## src/rtl/core/erasc_pkg.sv

```systemverilog
`timescale 1ns / 1ps
// ----------------------------------------------------------------------------
// erasc_pkg
// Shared types and constants of the event ring anomaly scorer.
// ----------------------------------------------------------------------------
package erasc_pkg;

    localparam int RING_DEPTH = 4096;
    localparam int PTR_W      = $clog2(RING_DEPTH);
    localparam int FILL_W     = $clog2(RING_DEPTH + 1);

    // fixed field widths of the channels and registers
    localparam int ACT_W   = 2;
    localparam int KIND_W  = 4;
    localparam int PID_W   = 32;
    localparam int TOT_W   = 32;
    localparam int CFG_W   = 13;
    localparam int LVL_W   = 2;
    localparam int BUF_W   = 13;
    localparam int CIDX_W  = 2;
    localparam int WORD_W  = KIND_W + PID_W;
    localparam int CMP_W   = (FILL_W > CFG_W) ? FILL_W : CFG_W;

    // action codes
    localparam logic [ACT_W-1:0] ACT_LOG   = 2'd0;
    localparam logic [ACT_W-1:0] ACT_QUERY = 2'd1;
    localparam logic [ACT_W-1:0] ACT_CLEAR = 2'd2;

    // event kind codes that matter
    localparam logic [KIND_W-1:0] KIND_DELETE   = 4'd6;
    localparam logic [KIND_W-1:0] KIND_CONNECT  = 4'd7;
    localparam logic [KIND_W-1:0] KIND_SYSCALL  = 4'd10;
    localparam logic [KIND_W-1:0] KIND_ESCALATE = 4'd11;

    // configuration register indexes
    localparam logic [CIDX_W-1:0] CFG_LOG_ENABLE    = 2'd0;
    localparam logic [CIDX_W-1:0] CFG_SCAN_WINDOW   = 2'd1;
    localparam logic [CIDX_W-1:0] CFG_DELETE_LIMIT  = 2'd2;
    localparam logic [CIDX_W-1:0] CFG_CONNECT_LIMIT = 2'd3;

    // status and level codes
    localparam logic STAT_DONE     = 1'b0;
    localparam logic STAT_REJECTED = 1'b1;
    localparam logic [LVL_W-1:0] LVL_NORMAL   = 2'd0;
    localparam logic [LVL_W-1:0] LVL_WARNING  = 2'd1;
    localparam logic [LVL_W-1:0] LVL_CRITICAL = 2'd2;

    typedef enum logic [1:0] {
        OP_LOG,
        OP_QUERY,
        OP_CLEAR,
        OP_NOP
    } t_op;

    typedef struct packed {
        t_op               op;
        logic              suspicious;
        logic [KIND_W-1:0] kind;
        logic [PID_W-1:0]  pid;
    } t_cmd;

    typedef struct packed {
        logic             log_enable;
        logic [CFG_W-1:0] scan_window;
        logic [CFG_W-1:0] delete_limit;
        logic [CFG_W-1:0] connect_limit;
    } t_cfg;

endpackage

```

## src/rtl/core/erasc_cmd_fifo.sv

```systemverilog
`timescale 1ns / 1ps
// ----------------------------------------------------------------------------
// erasc_cmd_fifo
// Two-entry command queue between the front and back parts.
// ----------------------------------------------------------------------------
module erasc_cmd_fifo (
    input  logic               i_clk,
    input  logic               i_rst_n,
    input  logic               i_push,
    input  erasc_pkg::t_cmd    i_cmd,
    input  logic               i_pop,
    output erasc_pkg::t_cmd    o_cmd,
    output logic               o_full,
    output logic               o_empty
);
    import erasc_pkg::*;

    t_cmd       r_slot [2];
    logic       r_wr_ptr;
    logic       r_rd_ptr;
    logic [1:0] r_count;

    assign o_full  = (r_count == 2'd2);
    assign o_empty = (r_count == 2'd0);
    assign o_cmd   = r_slot[r_rd_ptr];

    always_ff @(posedge i_clk) begin
        if (i_push) begin
            r_slot[r_wr_ptr] <= i_cmd;
        end
    end

    always_ff @(posedge i_clk) begin
        if (!i_rst_n) begin
            r_wr_ptr <= 1'b0;
            r_rd_ptr <= 1'b0;
            r_count  <= 2'd0;
        end else begin
            if (i_push) begin
                r_wr_ptr <= !r_wr_ptr;
            end
            if (i_pop) begin
                r_rd_ptr <= !r_rd_ptr;
            end
            if (i_push && !i_pop) begin
                r_count <= r_count + 2'd1;
            end else if (i_pop && !i_push) begin
                r_count <= r_count - 2'd1;
            end
        end
    end

endmodule

```

## config.mk

```make
export PLATFORM = sky130hd
export DESIGN_NAME = erasc_cmd_fifo
export DESIGN_NICKNAME = d
export VERILOG_FILES = /design/src/rtl/core/erasc_pkg.sv /design/src/rtl/core/erasc_cmd_fifo.sv
export SDC_FILE = /design/constraint.sdc
export NUM_CORES = 1
export LEC_CHECK = 0
export BUFFER_PORTS_ARGS = -buffer_cell sky130_fd_sc_hd__buf_2
export CELL_PAD_IN_SITES_DETAIL_PLACEMENT = 1
export CELL_PAD_IN_SITES_GLOBAL_PLACEMENT = 2
export CORE_MARGIN = 2
export CORE_UTILIZATION = 35
export DETAILED_ROUTE_END_ITERATION = 16
export GPL_ROUTABILITY_DRIVEN = 0
export HOLD_SLACK_MARGIN = 0.08
export PLACE_DENSITY_LB_ADDON = 0.1
export SYNTH_ARGS = -nofsm -noshare
export SYNTH_HDL_FRONTEND = slang
export SYNTH_SLANG_ARGS = --single-unit
```

## constraint.sdc

```tcl
create_clock -name i_clk -period 4.6 [get_ports i_clk]
set_input_delay 1.38 -clock i_clk [delete_from_list [all_inputs] [get_ports i_clk]]
set_output_delay 1.38 -clock i_clk [all_outputs]
set_load 0.1 [all_outputs]
```

==> results of run 1 <==
[metrics by stage]
stage                     hold slack, ps  util [%]
after floorplan                    466.2         -
after global placement             476.9     42.86
after detailed placement           500.5     42.86
after CTS                          514.7     44.84
after global routing               553.6     44.84
final                              520.2     44.84
[placed cells by master, fill, tap and decap left out]
cell type	netlist	layout
xor2_1	2	2
nor2b_4	0	1
o21ai_0	1	1
mux2_2	39	39
ha_1	1	1
dfxtp_1	5	4
clkbuf_8	0	10
clkinv_1	0	1
dfxtp_2	0	1
clkbuf_1	0	2
and2_1	4	3
clkinv_2	0	3
buf_2	2	83
nor2_1	1	1
and2_2	0	1
xnor2_1	1	1
or3_1	1	1
nor2b_1	2	1
edfxtp_1	78	78
o21a_1	1	1
a21boi_1	1	1
inv_1	1	1
and2b_2	1	1
[logic make-up (layout without fill, tap and decap cells)]
group | Yosys count | count (layout)
DFF | 83 | 83
buffers and inverters | 5 | 100
AOI/OAI and AO/OA | 3 | 3
adders and majority gates | 1 | 1
xor gates and xnor gates | 3 | 3
muxes | 39 | 39
and+or+nand+nor | 9 | 9
[final cells by class]
cell class	count	area (um^2)	area share, %
sequential	83	2444	65.67
multi-input combinational	55	563.0	15.13
clock inverter	4	18.77	0.5044
clock buffer	12	145.1	3.900
inverter	1	3.754	0.1009
tap	105	131.4	3.531
timing repair buffer	83	415.4	11.16
[worst min-delay path by stage]
| stage | to | slack [ps] | cells past startpoint |
|---|---|---|---|
| after floorplan | r_count[1] | 470 | 2 |
| after global placement | r_count[1] | 480 | 2 |
| after detailed placement | r_count[1] | 500 | 2 |
| after CTS | r_count[1] | 510 | 2 |
| after global routing | r_count[1] | 550 | 2 |
| final | r_count[1] | 520 | 2 |
[power by group]
| group | internal [uW] | total [uW] | switching [uW] |
|---|---|---|---|
| combinational | 82.1 | 420 | 338 |
| sequential | 871 | 896 | 24.7 |
| clock | 207 | 442 | 235 |
| total | 1160 | 1760 | 598 |
[flip-flops by register name (all words and copies together), names as in the netlist, named ones only]
register	flops
r_count	2
r_slot	78
r_rd_ptr	1
r_wr_ptr	1
[routing by layer]
layer	GRT usage, %	part of all wire (%)	vias up	wire length, um
met2	21.47	52	50	2891
li1	-	-	738	-
met5	0	0	-	0
met1	13.85	40	758	2235
met4	6.501	1.6	0	89
met3	4.046	6.2	7	347
==> results.yml, run 1 <==
logic_synthesis:
  syn_inst: 143
  yosysTopAreaCellShare_pct: 77.32
  synth-edff-count: 78
  synthXorXnorAreaFrac_pct: 0.8674
  synth-seq-cells: 83
  yosysMostFrequentCell: "edfxtp_1"
  synth_fp_nets: 187
  muxShareOfSynthArea_pct: 14.50
  synth_fa_ha_area_share_pct: 0.4131
  synth_top_flop_cell: "edfxtp_1"
  synth-simple-area-share_pct: 1.859
  async_flop_share_pct: 0
  synth_top_cell_by_area: "edfxtp_1"
  ys_seq_area_share_pct: 80.63
  ys_warn_count: 0
  synth-compound-area-share_pct: 0.6609
  synth_top_family_by_area: "multiplexers"
  syn_avg_cell_area_um2: 21.18
  synthTopCellsByArea: "edfxtp_1, mux2_2, dfxtp_1"
  syn-cell-area_um2: 3029
  synth_commonest_cells: "edfxtp_1, mux2_2, dfxtp_1"
  synthDistinctLibCells: 18
critical_path:
  path_max_fanout: 39
  slowest_delay_ps: 950
  cp.arrival_ps: 2040
  crit_buf_inv: 1
  cp_cell_sequence: "mux2_2 -> buf_2"
  worst_setup_path_end_kind: "output port"
  worstSetupStartpointType: "register"
  critical_path_class: "reg -> out"
  critPathSlowestCell: "dfxtp_2"
  path_depth: 2
  r2r_start: "r_wr_ptr"
  rrSetupSlack_ps: 2930
  cp_top_family: "flip-flops"
  ff2ff_path_depth: 1
  cp-endpoint: "o_cmd[26]"
  cp.required_ps: 3220
  r2r-end: "r_slot[0][27]"
placement:
  io_buffers: 83
  placed_cells: 327
  dp_worst_setup_slack_ps: 1483
  place_area_um2: 3557
  dp_hpwl_um: 3603
run:
  drv_cap: 0
timing:
  setup_violations: 0
  tns_ps: 0
  post-route-worst-setup-slack_ps: 1179
  worstMarginPinSlew_ps: 1188
  max_slew_margin_pct: 20.65
  finalHoldViolCount: 0
  min_period_ps: 3421
  drv_slew: 0
  max_freq_ghz: 0.2923
  fin_crit_sh_pct: 74.36
  rsz0062_at_grt: "no"
  skew_ps: 9.235
global_route:
  grt_pass1_vias: 1777
  grt_max_degree: 41
  antenna_found_initial: 0
  grt-ovfl-total: 0
  grt_usage_pct: 12.52
  grt_pass1_wl_um: 8928
die:
  io_pins: 84
  rows: 33
  initial_core_util_pct: 36.50
  die_y_um: 97.03
  die_w_um: 97.03
  die_area_um2: 9415
  core_area_um2: 8299
power:
  finalPower_uw: 1758
  p_leak_uw: 0.001398
  p_per_area_nw_per_um2: 472.5
  peakVddDrop_mv: 0.2092
route:
  routed_wl_um: 5563
  drtIter0Drc: 48
  via_per_inst: 4.528
  firstDrtPassIters: 4
  wl_per_cell_um: 16.22
  drc_errors: 0
  num_vias: 1553
  detail-route-antenna-nets: 0
clocking:
  clk-insertion-delay-late_ps: 340
  numClockSinks: 83
  cts_tree: "yes"
  cts_root_buf: "clkbuf_8"
  ctsHoldBuffers: 0
  clk_path_buf_depth: 2
  post_cts_buffers: 0
  h-tree-depth: 3
  ctsResizeCount: 0
  cts_made_buffers: 9
  path_clk_slew_ps: 70
cells_and_area:
  nNetsFinal: 277
  final_cells: 343
  area_delta_synth_final_pct: 22.84
  antennaDiodeCount: 0
  drive_gt1_share_pct: 58.40
  nFillCells: 833
  fin_area_um2: 3721
hold_path:
  hp-class: "reg -> reg"
  min-delay-start: "r_count[1]"
run_status:
  status: "complete, no violations"
Power figures use the tool's default switching activity.
==> inputs of run 2 (changes only) <==
--- a/config.mk
+++ b/config.mk
@@ -5,6 +5,7 @@
 export SDC_FILE = /design/constraint.sdc
 export NUM_CORES = 1
 export LEC_CHECK = 0
+export ABC_AREA = 1
 export BUFFER_PORTS_ARGS = -buffer_cell sky130_fd_sc_hd__buf_2
 export CELL_PAD_IN_SITES_DETAIL_PLACEMENT = 1
 export CELL_PAD_IN_SITES_GLOBAL_PLACEMENT = 2
==> constraint.sdc (replaced) <==
create_clock -name i_clk -period 3.3 [get_ports i_clk]
set_input_delay 0.99 -clock i_clk [delete_from_list [all_inputs] [get_ports i_clk]]
set_output_delay 0.99 -clock i_clk [all_outputs]
set_load 0.1 [all_outputs]
==> results.yml, run 2 <==
run_status:
  status: "complete, no violations"
die:
  die_y_um: 97.93
  rows: 34
  die_area_um2: 9590
  die_w_um: 97.93
  initial_core_util_pct: 35.76
  io_pins: 84
  core_area_um2: 8636
global_route:
  grt_pass1_wl_um: 8694
  grt_pass1_vias: 1713
  grt_usage_pct: 11.97
  grt-ovfl-total: 0
  antenna_found_initial: 0
  grt_max_degree: 38
logic_synthesis:
  synth-seq-cells: 83
  synthTopCellsByArea: "edfxtp_1, mux2_2, mux2_4"
  yosysTopAreaCellShare_pct: 75.85
  synthDistinctLibCells: 15
  syn-cell-area_um2: 3088
  ys_warn_count: 0
  synth_commonest_cells: "edfxtp_1, mux2_2, mux2_4"
  synth-simple-area-share_pct: 2.431
  async_flop_share_pct: 0
  synth-compound-area-share_pct: 0.3241
  yosysMostFrequentCell: "edfxtp_1"
  synth_fa_ha_area_share_pct: 0.4052
  ys_seq_area_share_pct: 79.09
  synth_top_flop_cell: "edfxtp_1"
  synth_top_family_by_area: "multiplexers"
  synthXorXnorAreaFrac_pct: 0
  syn_avg_cell_area_um2: 19.79
  synth_top_cell_by_area: "edfxtp_1"
  synth-edff-count: 78
  synth_fp_nets: 200
  muxShareOfSynthArea_pct: 15.44
  syn_inst: 156
critical_path:
  worst_setup_path_end_kind: "output port"
  cp.required_ps: 2310
  path_max_fanout: 21
  cp.arrival_ps: 1920
  worstSetupStartpointType: "register"
  r2r_start: "r_wr_ptr"
  critical_path_class: "reg -> out"
route:
  num_vias: 1601
  drc_errors: 0
  detail-route-antenna-nets: 0
  via_per_inst: 4.410
  firstDrtPassIters: 4
  wl_per_cell_um: 14.65
  drtIter0Drc: 53
  routed_wl_um: 5317
cells_and_area:
  largest_reg_flops: 78
  top_register: "r_slot"
  layout_common_cells: "buf_2, edfxtp_1, mux2_2"
  area_delta_synth_final_pct: 24.72
  top_regs: "r_slot (78), r_count (2)"
  nNetsFinal: 294
  final_common_cell: "buf_2"
  antennaDiodeCount: 0
  drive_gt1_share_pct: 54.90
clocking:
  cts_root_buf: "clkbuf_8"
  h-tree-depth: 3
  ctsHoldBuffers: 0
  clk_path_buf_depth: 2
  numClockSinks: 83
  post_cts_buffers: 0
  ctsResizeCount: 0
  cts_tree: "yes"
  cts_made_buffers: 9
  path_clk_slew_ps: 70
  clk-insertion-delay-late_ps: 330
timing:
  rsz0062_at_grt: "no"
  finalHoldViolCount: 0
  fin_hold_ws_ps: 503.4
  min_period_ps: 2911
  worstMarginPinSlew_ps: 694.8
  setup_violations: 0
  max_slew_margin_pct: 53.61
  skew_ps: 7.028
  fin_crit_sh_pct: 88.22
  tns_ps: 0
  max_freq_ghz: 0.3435
  drv_slew: 0
hold_path:
  min-delay-start: "r_rd_ptr"
  hp-class: "reg -> reg"
power:
  p_leak_uw: 0.001501
  peakVddDrop_mv: 0.2241
  finalPower_uw: 2519
  p_per_area_nw_per_um2: 654.0
placement:
  io_buffers: 83
  dp_hpwl_um: 3562
run:
  drv_cap: 0
[run 2: cell types whose count changed after synthesis, sizes merged, moves of 2 or more]
cell,before,now
nor2b,2,0
and2,4,0
xor2,2,0
inv,1,8
nor2,1,9
nand2,0,8
[run 2: metal layers]
layer | global-route usage [%] | vias up | share of wire [%]
met5 | 0 | - | 0
met2 | 19.39 | 55 | 50
met1 | 14.71 | 762 | 43
li1 | - | 776 | -
met3 | 2.935 | 8 | 5.0
met4 | 6.731 | 0 | 1.7
[run 2: metrics by stage]
stage | std cells | setup WS, ps | util (%) | cell area (um^2)
final | 363 | 388.8 | 44.60 | 3851
after global routing | 363 | 266.1 | 44.60 | 3851
after CTS | 363 | 297.5 | 44.60 | 3851
after detailed placement | 347 | 679.4 | 42.25 | 3649
after global placement | 347 | 702.6 | 42.25 | 3649
after floorplan | 156 | 192.7 | - | 3088
[run 2: cell type report]
class                      count  area [um^2]
fill                         885         4785
clock buffer                  12        135.1
inverter                       8        30.03
timing repair buffer          87        457.9
multi-input combinational     61        581.8
clock inverter                 4        67.56
sequential                    83         2444
tap                          108        135.1
[run 2: cell families (layout without fill, tap and decap cells)]
| group | after synthesis | in the layout |
|---|---|---|
| flip-flops | 83 | 83 |
| adder cells (fa/ha/maj) | 1 | 1 |
| multiplexers | 39 | 39 |
| buffers and inverters | 12 | 111 |
| AND/OR/NAND/NOR | 19 | 19 |
| AO/OA/AOI/OAI | 2 | 2 |
[run 2: final timing paths]
check	endpoint	slack, ps	cells after the start
worst max-delay path	o_cmd[33]	390	3
worst min-delay path	register	500	2
worst max register to register	r_slot[1][29]	1710	3
worst min register to register	register	500	2
[run 2: worst max-delay path: stages, from the launching register on]
cell	delay (ps)
dfxtp_2	690
buf_12	260
mux2_2	360
buf_2	290
[run 2: where the power goes]
| part | internal [uW] | switching [uW] | leakage (uW) |
|---|---|---|---|
| sequential | 1210 | 22.0 | 0.000774 |
| combinational | 109 | 429 | 0.000627 |
| clock | 423 | 321 | 0.0000997 |
| total | 1750 | 772 | 0.00150 |
